## config.mk

```make
export PLATFORM = sky130hd
export DESIGN_NAME = annexb_access_unit_splitter_flat
export DESIGN_NICKNAME = d
export VERILOG_FILES = /design/src/hw/rtl/aus_pkg.sv /design/src/hw/rtl/aus_if.sv /design/src/hw/rtl/aus_cfg.sv /design/src/hw/rtl/aus_window.sv /design/src/hw/rtl/aus_result_queue.sv /design/src/hw/rtl/annexb_access_unit_splitter.sv /design/src/flat_wrapper.sv
export SDC_FILE = /design/constraint.sdc
export NUM_CORES = 1
export LEC_CHECK = 0
export ABC_CLOCK_PERIOD_IN_PS = 5650
export BUFFER_PORTS_ARGS = -buffer_cell sky130_fd_sc_hd__buf_2
export CORE_MARGIN = 3
export CORE_UTILIZATION = 53
export CTS_CLUSTER_DIAMETER = 200
export DETAILED_ROUTE_END_ITERATION = 10
export PLACE_DENSITY = 0.75
export SLEW_MARGIN = 20
export SYNTH_ARGS = -nofsm -noshare
export SYNTH_HDL_FRONTEND = slang
export SYNTH_SLANG_ARGS = --single-unit
```

## constraint.sdc

```tcl
create_clock -name clk -period 5.65 [get_ports clk]
set_clock_uncertainty 0.1 [all_clocks]
set_input_delay 1.13 -clock clk [delete_from_list [all_inputs] [get_ports clk]]
set_output_delay 1.13 -clock clk [all_outputs]
set_load 0.005 [all_outputs]
```

## src/hw/rtl/aus_pkg.sv

```systemverilog
// Shared types, constants and helpers for the Annex B access-unit splitter.
package aus_pkg;

  // Delay line and result queue sizes
  localparam int DEPTH        = 5;
  localparam int MAX_PUSH     = DEPTH + 1;
  localparam int QUEUE_DEPTH  = MAX_PUSH + 1;
  localparam int WIN_IDX_W    = $clog2(DEPTH);
  localparam int FILL_W       = $clog2(DEPTH + 1);
  localparam int PUSH_IDX_W   = $clog2(MAX_PUSH);
  localparam int PUSH_CNT_W   = $clog2(MAX_PUSH + 1);
  localparam int QIDX_W       = $clog2(QUEUE_DEPTH);
  localparam int QCNT_W       = $clog2(QUEUE_DEPTH + 1);

  // Configuration port
  localparam int CFG_ADDR_W   = 3;
  localparam int CFG_DATA_W   = 32;
  localparam logic REG_CODEC_MODE = 1'b0;

  // Codec selection
  localparam logic CODEC_H264 = 1'b0;
  localparam logic CODEC_H265 = 1'b1;

  // Frame kinds
  localparam logic [1:0] KIND_NONE  = 2'd0;
  localparam logic [1:0] KIND_INTER = 2'd1;
  localparam logic [1:0] KIND_INTRA = 2'd2;

  // Start code bytes and lengths
  localparam logic [7:0] SC_ZERO  = 8'h00;
  localparam logic [7:0] SC_ONE   = 8'h01;
  localparam logic [2:0] CODE_NONE  = 3'd0;
  localparam logic [2:0] CODE_SHORT = 3'd3;
  localparam logic [2:0] CODE_LONG  = 3'd4;

  // H.264 NAL types
  localparam logic [4:0] H264_SLICE = 5'h01;
  localparam logic [4:0] H264_IDR   = 5'h05;
  localparam logic [4:0] H264_SEI   = 5'h06;
  localparam logic [4:0] H264_SPS   = 5'h07;
  localparam logic [4:0] H264_PPS   = 5'h08;

  // H.265 NAL type ranges
  localparam logic [5:0] H265_VCL_HI   = 6'd31;
  localparam logic [5:0] H265_INTER_LO = 6'd1;
  localparam logic [5:0] H265_INTER_HI = 6'd9;
  localparam logic [5:0] H265_INTRA_LO = 6'd16;
  localparam logic [5:0] H265_INTRA_HI = 6'd23;
  localparam logic [5:0] H265_PARAM_LO = 6'd32;
  localparam logic [5:0] H265_PARAM_HI = 6'd39;
  localparam logic [5:0] H265_TYPE0    = 6'd0;

  // Boundary mark carried alongside a byte in the delay line
  typedef struct packed {
    logic       valid;
    logic [1:0] kind;
    logic       long_code;
  } mark_t;

  // One result item
  typedef struct packed {
    logic [7:0] out_byte;
    logic       frame_start;
    logic [1:0] ended_kind;
    logic [2:0] code_length;
    logic       stream_done;
  } result_t;

  // Results produced by one accepted input item
  typedef struct packed {
    logic [PUSH_CNT_W-1:0]     count;
    result_t [MAX_PUSH-1:0]    entry;
  } push_t;

  // Build a result item from a byte and its mark
  function automatic result_t make_result(logic [7:0] b, mark_t m, logic done,
                                          logic [1:0] final_kind);
    result_t r;
    r.out_byte    = b;
    r.frame_start = m.valid;
    r.ended_kind  = m.valid ? m.kind : KIND_NONE;
    r.code_length = m.valid ? (m.long_code ? CODE_LONG : CODE_SHORT) : CODE_NONE;
    r.stream_done = done;
    if (done) begin
      r.ended_kind = final_kind;
    end
    return r;
  endfunction

endpackage

```

## src/hw/rtl/aus_if.sv

```systemverilog
// Valid/ready channel interfaces for stream input and result output.
interface aus_stream_if;
  logic       valid;
  logic       ready;
  logic [7:0] stream_byte;
  logic       end_of_stream;

  modport source (output valid, output stream_byte, output end_of_stream, input ready);
  modport sink   (input valid, input stream_byte, input end_of_stream, output ready);
endinterface

interface aus_result_if;
  logic       valid;
  logic       ready;
  logic [7:0] out_byte;
  logic       frame_start;
  logic [1:0] ended_kind;
  logic [2:0] code_length;
  logic       stream_done;

  modport source (output valid, output out_byte, output frame_start, output ended_kind,
                  output code_length, output stream_done, input ready);
  modport sink   (input valid, input out_byte, input frame_start, input ended_kind,
                  input code_length, input stream_done, output ready);
endinterface

```

## src/hw/rtl/aus_cfg.sv

```systemverilog
// APB-style configuration register block (codec mode).
module aus_cfg
  import aus_pkg::*;
(
  input  logic                  clk,
  input  logic                  rst,
  input  logic                  psel,
  input  logic                  penable,
  input  logic                  pwrite,
  input  logic [CFG_ADDR_W-1:0] paddr,
  input  logic [CFG_DATA_W-1:0] pwdata,
  output logic [CFG_DATA_W-1:0] prdata,
  output logic                  pready,
  output logic                  codec_mode
);

  logic reg_sel;

  // Word-aligned decode: bit 2 picks the register index
  assign reg_sel = (paddr[2] == REG_CODEC_MODE);
  assign pready  = 1'b1;

  always_ff @(posedge clk) begin
    if (rst) begin
      codec_mode <= CODEC_H264;
    end else if (psel && penable && pwrite && reg_sel) begin
      codec_mode <= pwdata[0];
    end
  end

  // Read back
  always_comb begin
    prdata = '0;
    if (reg_sel) begin
      prdata = {{(CFG_DATA_W-1){1'b0}}, codec_mode};
    end
  end

endmodule

```

## src/hw/rtl/aus_window.sv

```systemverilog
// Five-byte delay line with start-code detection and NAL classification.
module aus_window
  import aus_pkg::*;
(
  input  logic       clk,
  input  logic       rst,
  input  logic       accept,
  input  logic [7:0] stream_byte,
  input  logic       end_of_stream,
  input  logic       codec_mode,
  output push_t      push
);

  logic [7:0]        win      [DEPTH];
  mark_t             marks    [DEPTH];
  logic [FILL_W-1:0] fill;
  logic              vcl_seen;
  logic [1:0]        cur_kind;

  logic [7:0]        win_next   [DEPTH];
  mark_t             marks_next [DEPTH];
  logic [FILL_W-1:0] fill_next;
  logic              vcl_seen_next;
  logic [1:0]        cur_kind_next;

  logic              full;
  logic              detect;
  logic              long_code;
  logic [4:0]        t264;
  logic [5:0]        t265;
  logic              is_param;
  logic              is_vcl;
  logic              has_kind;
  logic [1:0]        nal_kind;
  logic              boundary;
  mark_t             new_mark;

  assign full = (fill == FILL_W'(DEPTH));
  assign t264 = stream_byte[4:0];
  assign t265 = stream_byte[6:1];

  // NAL header typing
  always_comb begin
    is_param = 1'b0;
    is_vcl   = 1'b0;
    has_kind = 1'b0;
    nal_kind = KIND_NONE;
    if (codec_mode == CODEC_H264) begin
      case (t264)
        H264_SLICE: begin
          is_vcl   = 1'b1;
          has_kind = 1'b1;
          nal_kind = KIND_INTER;
        end
        H264_IDR: begin
          is_vcl   = 1'b1;
          has_kind = 1'b1;
          nal_kind = KIND_INTRA;
        end
        H264_SEI, H264_SPS, H264_PPS: begin
          is_param = 1'b1;
        end
        default: ;
      endcase
    end else begin
      is_param = (t265 inside {[H265_PARAM_LO:H265_PARAM_HI]});
      is_vcl   = (t265 <= H265_VCL_HI);
      if (t265 inside {[H265_INTER_LO:H265_INTER_HI]}) begin
        has_kind = 1'b1;
        nal_kind = KIND_INTER;
      end else if (t265 inside {[H265_INTRA_LO:H265_INTRA_HI]}) begin
        has_kind = 1'b1;
        nal_kind = KIND_INTRA;
      end else if (t265 == H265_TYPE0) begin
        has_kind = 1'b1;
        nal_kind = KIND_NONE;
      end
    end
  end

  // Shift, detect the start code, and update frame tracking
  always_comb begin
    for (int i = 0; i < DEPTH - 1; i++) begin
      win_next[i]   = win[i+1];
      marks_next[i] = marks[i+1];
    end
    win_next[DEPTH-1]   = stream_byte;
    marks_next[DEPTH-1] = '0;
    fill_next = full ? fill : fill + FILL_W'(1);

    // 00 00 01 followed by the header byte just taken in
    detect = (fill_next >= FILL_W'(DEPTH - 1)) && (win_next[1] == SC_ZERO) &&
             (win_next[2] == SC_ZERO) && (win_next[3] == SC_ONE);
    long_code = (fill_next == FILL_W'(DEPTH)) && (win_next[0] == SC_ZERO);

    vcl_seen_next = vcl_seen;
    cur_kind_next = cur_kind;
    boundary      = detect && (is_param || is_vcl) && vcl_seen;
    new_mark.valid     = 1'b1;
    new_mark.kind      = cur_kind;
    new_mark.long_code = long_code;
    if (boundary) begin
      vcl_seen_next = 1'b0;
      cur_kind_next = KIND_NONE;
      if (long_code) begin
        marks_next[0] = new_mark;
      end else begin
        marks_next[1] = new_mark;
      end
    end
    if (detect && is_vcl) begin
      vcl_seen_next = 1'b1;
      if (has_kind) begin
        cur_kind_next = nal_kind;
      end
    end
  end

  // Results caused by this item: the byte leaving the line, plus a drain on end of stream
  always_comb begin
    int idx;
    int cnt;
    push = '0;
    cnt  = 0;
    idx  = 0;
    if (accept) begin
      if (end_of_stream) begin
        cnt = int'(fill_next) + (full ? 1 : 0);
      end else begin
        cnt = full ? 1 : 0;
      end
      push.count = PUSH_CNT_W'(cnt);
      for (int k = 0; k < MAX_PUSH; k++) begin
        if (full) begin
          if (k == 0) begin
            push.entry[k] = make_result(win[0], marks[0], 1'b0, KIND_NONE);
          end else begin
            push.entry[k] = make_result(win_next[k-1], marks_next[k-1],
                                        (k == cnt - 1), cur_kind_next);
          end
        end else begin
          idx = DEPTH - int'(fill_next) + k;
          if (idx < DEPTH) begin
            push.entry[k] = make_result(win_next[idx[WIN_IDX_W-1:0]],
                                        marks_next[idx[WIN_IDX_W-1:0]],
                                        (k == cnt - 1), cur_kind_next);
          end
        end
      end
    end
  end

  // Control state: end of stream returns everything to the empty state
  always_ff @(posedge clk) begin
    if (rst) begin
      fill     <= '0;
      vcl_seen <= 1'b0;
      cur_kind <= KIND_NONE;
      for (int i = 0; i < DEPTH; i++) begin
        marks[i] <= '0;
      end
    end else if (accept) begin
      if (end_of_stream) begin
        fill     <= '0;
        vcl_seen <= 1'b0;
        cur_kind <= KIND_NONE;
        for (int i = 0; i < DEPTH; i++) begin
          marks[i] <= '0;
        end
      end else begin
        fill     <= fill_next;
        vcl_seen <= vcl_seen_next;
        cur_kind <= cur_kind_next;
        for (int i = 0; i < DEPTH; i++) begin
          marks[i] <= marks_next[i];
        end
      end
    end
  end

  // Byte line
  always_ff @(posedge clk) begin
    if (accept) begin
      for (int i = 0; i < DEPTH; i++) begin
        win[i] <= win_next[i];
      end
    end
  end

endmodule

```

## src/hw/rtl/aus_result_queue.sv

```systemverilog
// Result queue: takes up to six items per cycle, hands out one per handshake.
module aus_result_queue
  import aus_pkg::*;
(
  input  logic         clk,
  input  logic         rst,
  input  push_t        push,
  output logic         can_take,
  aus_result_if.source result
);

  result_t           q      [QUEUE_DEPTH];
  result_t           q_next [QUEUE_DEPTH];
  logic [QCNT_W-1:0] qn;
  logic [QCNT_W-1:0] qn_next;
  logic [QCNT_W-1:0] base;
  logic              pop;

  assign pop      = (qn != '0) && result.ready;
  assign base     = qn - QCNT_W'(pop);
  assign can_take = (qn <= QCNT_W'(1));

  // Shift out the taken item and append the new ones behind what remains
  always_comb begin
    int off;
    off = 0;
    for (int j = 0; j < QUEUE_DEPTH; j++) begin
      if (pop && (j < QUEUE_DEPTH - 1)) begin
        q_next[j] = q[j+1];
      end else begin
        q_next[j] = q[j];
      end
      if (j >= int'(base)) begin
        off = j - int'(base);
        if (off < int'(push.count)) begin
          q_next[j] = push.entry[off[PUSH_IDX_W-1:0]];
        end
      end
    end
    qn_next = QCNT_W'({1'b0, base} + {1'b0, push.count});
  end

  always_ff @(posedge clk) begin
    if (rst) begin
      qn <= '0;
    end else begin
      qn <= qn_next;
    end
  end

  always_ff @(posedge clk) begin
    for (int j = 0; j < QUEUE_DEPTH; j++) begin
      q[j] <= q_next[j];
    end
  end

  // Head of queue drives the output channel
  assign result.valid       = (qn != '0);
  assign result.out_byte    = q[0].out_byte;
  assign result.frame_start = q[0].frame_start;
  assign result.ended_kind  = q[0].ended_kind;
  assign result.code_length = q[0].code_length;
  assign result.stream_done = q[0].stream_done;

endmodule

```

## src/hw/rtl/annexb_access_unit_splitter.sv

```systemverilog
// Annex B access-unit splitter: one stream byte in per cycle while ready is
// high; each byte leaves five items later with frame-boundary marks on the
// first start-code byte of each new frame. The sustained rate is one item per
// cycle while results are taken, with the window update combinational between
// the delay-line registers and the result queue. An end-of-stream item
// releases up to six results, which leave one per cycle while the receiver is
// ready; input is held off while more than one result is queued. There is no
// clearing pass after reset. codec_mode sits at byte address 0.
module annexb_access_unit_splitter
  import aus_pkg::*;
(
  input  logic                  clk,
  input  logic                  rst,
  aus_stream_if.sink            stream,
  aus_result_if.source          result,
  input  logic                  psel,
  input  logic                  penable,
  input  logic                  pwrite,
  input  logic [CFG_ADDR_W-1:0] paddr,
  input  logic [CFG_DATA_W-1:0] pwdata,
  output logic [CFG_DATA_W-1:0] prdata,
  output logic                  pready
);

  logic  codec_mode;
  logic  can_take;
  logic  accept;
  push_t push;

  assign stream.ready = can_take;
  assign accept       = stream.valid && can_take;

  aus_cfg u_cfg (
    .clk        (clk),
    .rst        (rst),
    .psel       (psel),
    .penable    (penable),
    .pwrite     (pwrite),
    .paddr      (paddr),
    .pwdata     (pwdata),
    .prdata     (prdata),
    .pready     (pready),
    .codec_mode (codec_mode)
  );

  aus_window u_window (
    .clk           (clk),
    .rst           (rst),
    .accept        (accept),
    .stream_byte   (stream.stream_byte),
    .end_of_stream (stream.end_of_stream),
    .codec_mode    (codec_mode),
    .push          (push)
  );

  aus_result_queue u_queue (
    .clk      (clk),
    .rst      (rst),
    .push     (push),
    .can_take (can_take),
    .result   (result)
  );

endmodule

```

## src/flat_wrapper.sv

```systemverilog
// flat-port wrapper written by rule: the top's interface ports become plain ports
module annexb_access_unit_splitter_flat import aus_pkg::*;
  (clk, rst, psel, penable, pwrite, paddr, pwdata, prdata, pready, stream_valid, stream_stream_byte, stream_end_of_stream, stream_ready, result_valid, result_out_byte, result_frame_start, result_ended_kind, result_code_length, result_stream_done, result_ready);
  aus_stream_if stream_i ();
  aus_result_if result_i ();
  input  logic clk;
  input  logic rst;
  input  logic psel;
  input  logic penable;
  input  logic pwrite;
  input  logic [CFG_ADDR_W-1:0] paddr;
  input  logic [CFG_DATA_W-1:0] pwdata;
  output logic [CFG_DATA_W-1:0] prdata;
  output logic pready;
  input wire logic [$bits(stream_i.valid)-1:0] stream_valid;
  input wire logic [$bits(stream_i.stream_byte)-1:0] stream_stream_byte;
  input wire logic [$bits(stream_i.end_of_stream)-1:0] stream_end_of_stream;
  output wire logic [$bits(stream_i.ready)-1:0] stream_ready;
  output wire logic [$bits(result_i.valid)-1:0] result_valid;
  output wire logic [$bits(result_i.out_byte)-1:0] result_out_byte;
  output wire logic [$bits(result_i.frame_start)-1:0] result_frame_start;
  output wire logic [$bits(result_i.ended_kind)-1:0] result_ended_kind;
  output wire logic [$bits(result_i.code_length)-1:0] result_code_length;
  output wire logic [$bits(result_i.stream_done)-1:0] result_stream_done;
  input wire logic [$bits(result_i.ready)-1:0] result_ready;
  assign stream_i.valid = stream_valid;
  assign stream_i.stream_byte = stream_stream_byte;
  assign stream_i.end_of_stream = stream_end_of_stream;
  assign stream_ready = stream_i.ready;
  assign result_valid = result_i.valid;
  assign result_out_byte = result_i.out_byte;
  assign result_frame_start = result_i.frame_start;
  assign result_ended_kind = result_i.ended_kind;
  assign result_code_length = result_i.code_length;
  assign result_stream_done = result_i.stream_done;
  assign result_i.ready = result_ready;
  annexb_access_unit_splitter u_core (.clk(clk), .rst(rst), .stream(stream_i), .result(result_i), .psel(psel), .penable(penable), .pwrite(pwrite), .paddr(paddr), .pwdata(pwdata), .prdata(prdata), .pready(pready));
endmodule
```

==> results.json <==
{
  "max_clock_freq_mhz": 200,
  "grt_overflow": 0,
  "drive_gt1_frac": 0.117,
  "ff_latch_area_um2": 3830,
  "ir_drop_uv": 757,
  "antenna_found_initial": 0,
  "synthArstFlopShare": 0,
  "rrSetupSlack_ns": 0.66,
  "dieArea_um2": 26100,
  "viasPerCell": 6.62,
  "end_kind": "flop",
  "ctsResizeCount": 0,
  "yosys_register_bits": 161,
  "htree_levels": 4,
  "crit_type": "flop to flop",
  "stdcell_count": 1872,
  "clock_sinks": 161,
  "insertion_delay_ns": 0.43,
  "power_density_nw_per_um2": 718,
  "synth_edf_count": 61,
  "place_congestion": 0.958,
  "dp_worst_setup_slack_ns": 0.789,
  "whs_ns": 0.381,
  "worstPathRequired_ns": 5.88,
  "synth_cells": 1569,
  "fin_crit_sh": 0.884,
  "netlist_area_um2": 12800,
  "leakage_nw": 5.05,
  "synth.top_cell.area_share": 0.156,
  "wl_per_cell_um": 21.5,
  "slew_headroom": 0.297,
  "firstDrtPassIters": 6,
  "cts_buffers": 17,
  "finalSetupViolCount": 0,
  "area_growth_pct": 6.99,
  "multiInputGateArea_um2": 8310,
  "clkTransAtPathRegs_ns": 0.08,
  "wl_um": 40300,
  "route.detailed.drc": 0,
  "placement.io_buffers": 35,
  "cp-start-kind": "flop",
  "grt_max_degree": 86,
  "cts_setup_buffers": 0,
  "rows": 56,
  "grt_use_total": 0.299,
  "num-nets-final": 1629,
  "drtIter0Drc": 2004,
  "num_vias": 12400,
  "slew_violations": 0,
  "rsz0062_at_grt": "false",
  "synth_area_leaders": "dfxtp_1 16%, edfxtp_1 14%, mux2i_1 8.3%",
  "cts_tree": "yes",
  "period_minus_slack_ns": 4.99,
  "cap_violations": 0,
  "synth.distinct_cells": 90,
  "grt_pass1_wl_um": 63000,
  "hold_path_class": "flop to flop",
  "synth_warnings": 0,
  "finalPower_mw": 9.87,
  "coreArea_um2": 23600,
  "fillerInstances": 2198,
  "start_util": 0.544,
  "cts_root_buf": "clkbuf_16",
  "yosysSeqAreaShare": 0.298,
  "synth.avg_cell_area_um2": 8.19,
  "synth_top_area_cell": "dfxtp_1",
  "worst_ep_arrival_time_ns": 5.23,
  "synth_most_common_cell": "nand2_1",
  "yosys-top-cells-count": "218 x nand2_1, 111 x nor2_1, 110 x a21oi_1",
  "hpwl_um": 29100,
  "n_antenna_cell": 0,
  "finalHoldViolCount": 0,
  "tns_ns": 0,
  "grt_pass1_vias": 11100,
  "die_h_um": 162,
  "placed_cells": 1840,
  "holdBufCountCts": 0,
  "fp.dieW_um": 162,
  "critPathMaxFanout": 13,
  "antenna_left": 0,
  "design.portCount": 101,
  "worst_slack_ns": 0.655,
  "synth_ff_type": "dfxtp_1",
  "clock_path_buffers": 2,
  "tightestPinTransition_ns": 1.06,
  "status": "finished, final reports clean"
}
through the flow:
stage / utilization / instance area [µm²]
floorplan: - / 13000
global placement: 0.556 / 13100
detailed placement: 0.556 / 13100
CTS: 0.582 / 13700
global route: 0.582 / 13700
finish: 0.582 / 13700
state kept, by name (all words and copies together) (netlist names):
name / cells
u_core.u_window.fill: 3
u_core.u_queue.q: 104
u_core.u_cfg.codec_mode: 1
u_core.u_window.vcl_seen: 1
u_core.u_queue.qn: 3
u_core.u_window.cur_kind: 2
u_core.u_window.win: 40
u_core.u_window.marks: 7
cell usage in the layout, fill, tap and decap left out, types with 7 or more instances in the layout:
cell type  netlist  final
a211oi_1        19     19
a21boi_0        10     10
a21o_1          11     11
a21oi_1        110    109
a22o_1          14     14
a22oi_1          7      7
a31oi_1         46     46
a32o_1           7      7
a32oi_1          8      8
and2_1          21     21
and3_1          31     31
buf_2           12     35
buf_4           32     39
clkbuf_16        0     18
conb_1           2     32
dfxtp_1        100    100
edfxtp_1        61     61
ha_1            35     33
inv_1           28     26
mux2_2           7      7
mux2i_1        106    106
mux4_2          28     28
nand2_1        218    217
nand2b_1        14     14
nand3_1         52     52
nor2_1         111    110
nor2b_1         16     16
nor3_1          35     35
o211ai_1        24     24
o21a_1          21     21
o21ai_0        101    101
o22ai_1         18     18
o31ai_1          7      7
o32a_1           8      8
or3_1           14     14
per-layer routing:
layer,global-route usage,up-vias,share of wire
li1,-,5739,-
met1,0.456,5879,0.44
met2,0.461,718,0.44
met3,0.0324,60,0.10
met4,0.0617,0,0.016
met5,0,-,0
cell families after synthesis:
family | share of synthesized area
AND/OR/NAND/NOR | 0.209
AO/OA/AOI/OAI | 0.247
buffers and inverters | 0.0649
flip-flops | 0.298
multiplexers | 0.138
adder cells (fa/ha/maj) | 0.0388
XOR/XNOR | 0.00273
other | 0.000585
path summary, 6_finish.rpt:
check        depth (start not counted)                    start                endpoint
min reg2reg                          2   u_core.u_queue.q[4][0]  u_core.u_queue.q[3][0]
max reg2reg                         16  u_core.u_window.fill[1]  u_core.u_queue.q[2][5]
max                                 16  u_core.u_window.fill[1]  u_core.u_queue.q[2][5]
min                                  2   u_core.u_queue.q[4][0]  u_core.u_queue.q[3][0]
power breakdown:
part | internal [mW] | switching, mW | leakage [nW]
Combinational | 2.36 | 4.13 | 3.33
Clock | 0.622 | 0.589 | 0.292
Sequential | 1.85 | 0.328 | 1.43
worst max-delay path, stage by stage (launching register included):
cell	delay, ns
dfxtp_1	0.42
inv_1	0.12
ha_1	0.57
a21boi_0	0.41
nor2_1	0.12
inv_2	0.10
ha_1	0.14
inv_1	0.04
fa_1	0.45
or3_1	0.55
nor3_2	0.42
a21boi_0	0.35
o21a_1	0.21
a21oi_1	0.07
mux2i_1	0.39
a21oi_1	0.12
a31oi_1	0.30
cell type report:
| type | count | area share |
|---|---|---|
| Clock buffer | 18 | 0.0328 |
| Clock inverter | 14 | 0.0117 |
| Inverter | 32 | 0.00874 |
| Multi-Input combinational cell | 1254 | 0.605 |
| Sequential cell | 161 | 0.279 |
| Tap cell | 319 | 0.0290 |
| Timing Repair Buffer | 74 | 0.0340 |
Power figures use the tool's default switching activity.
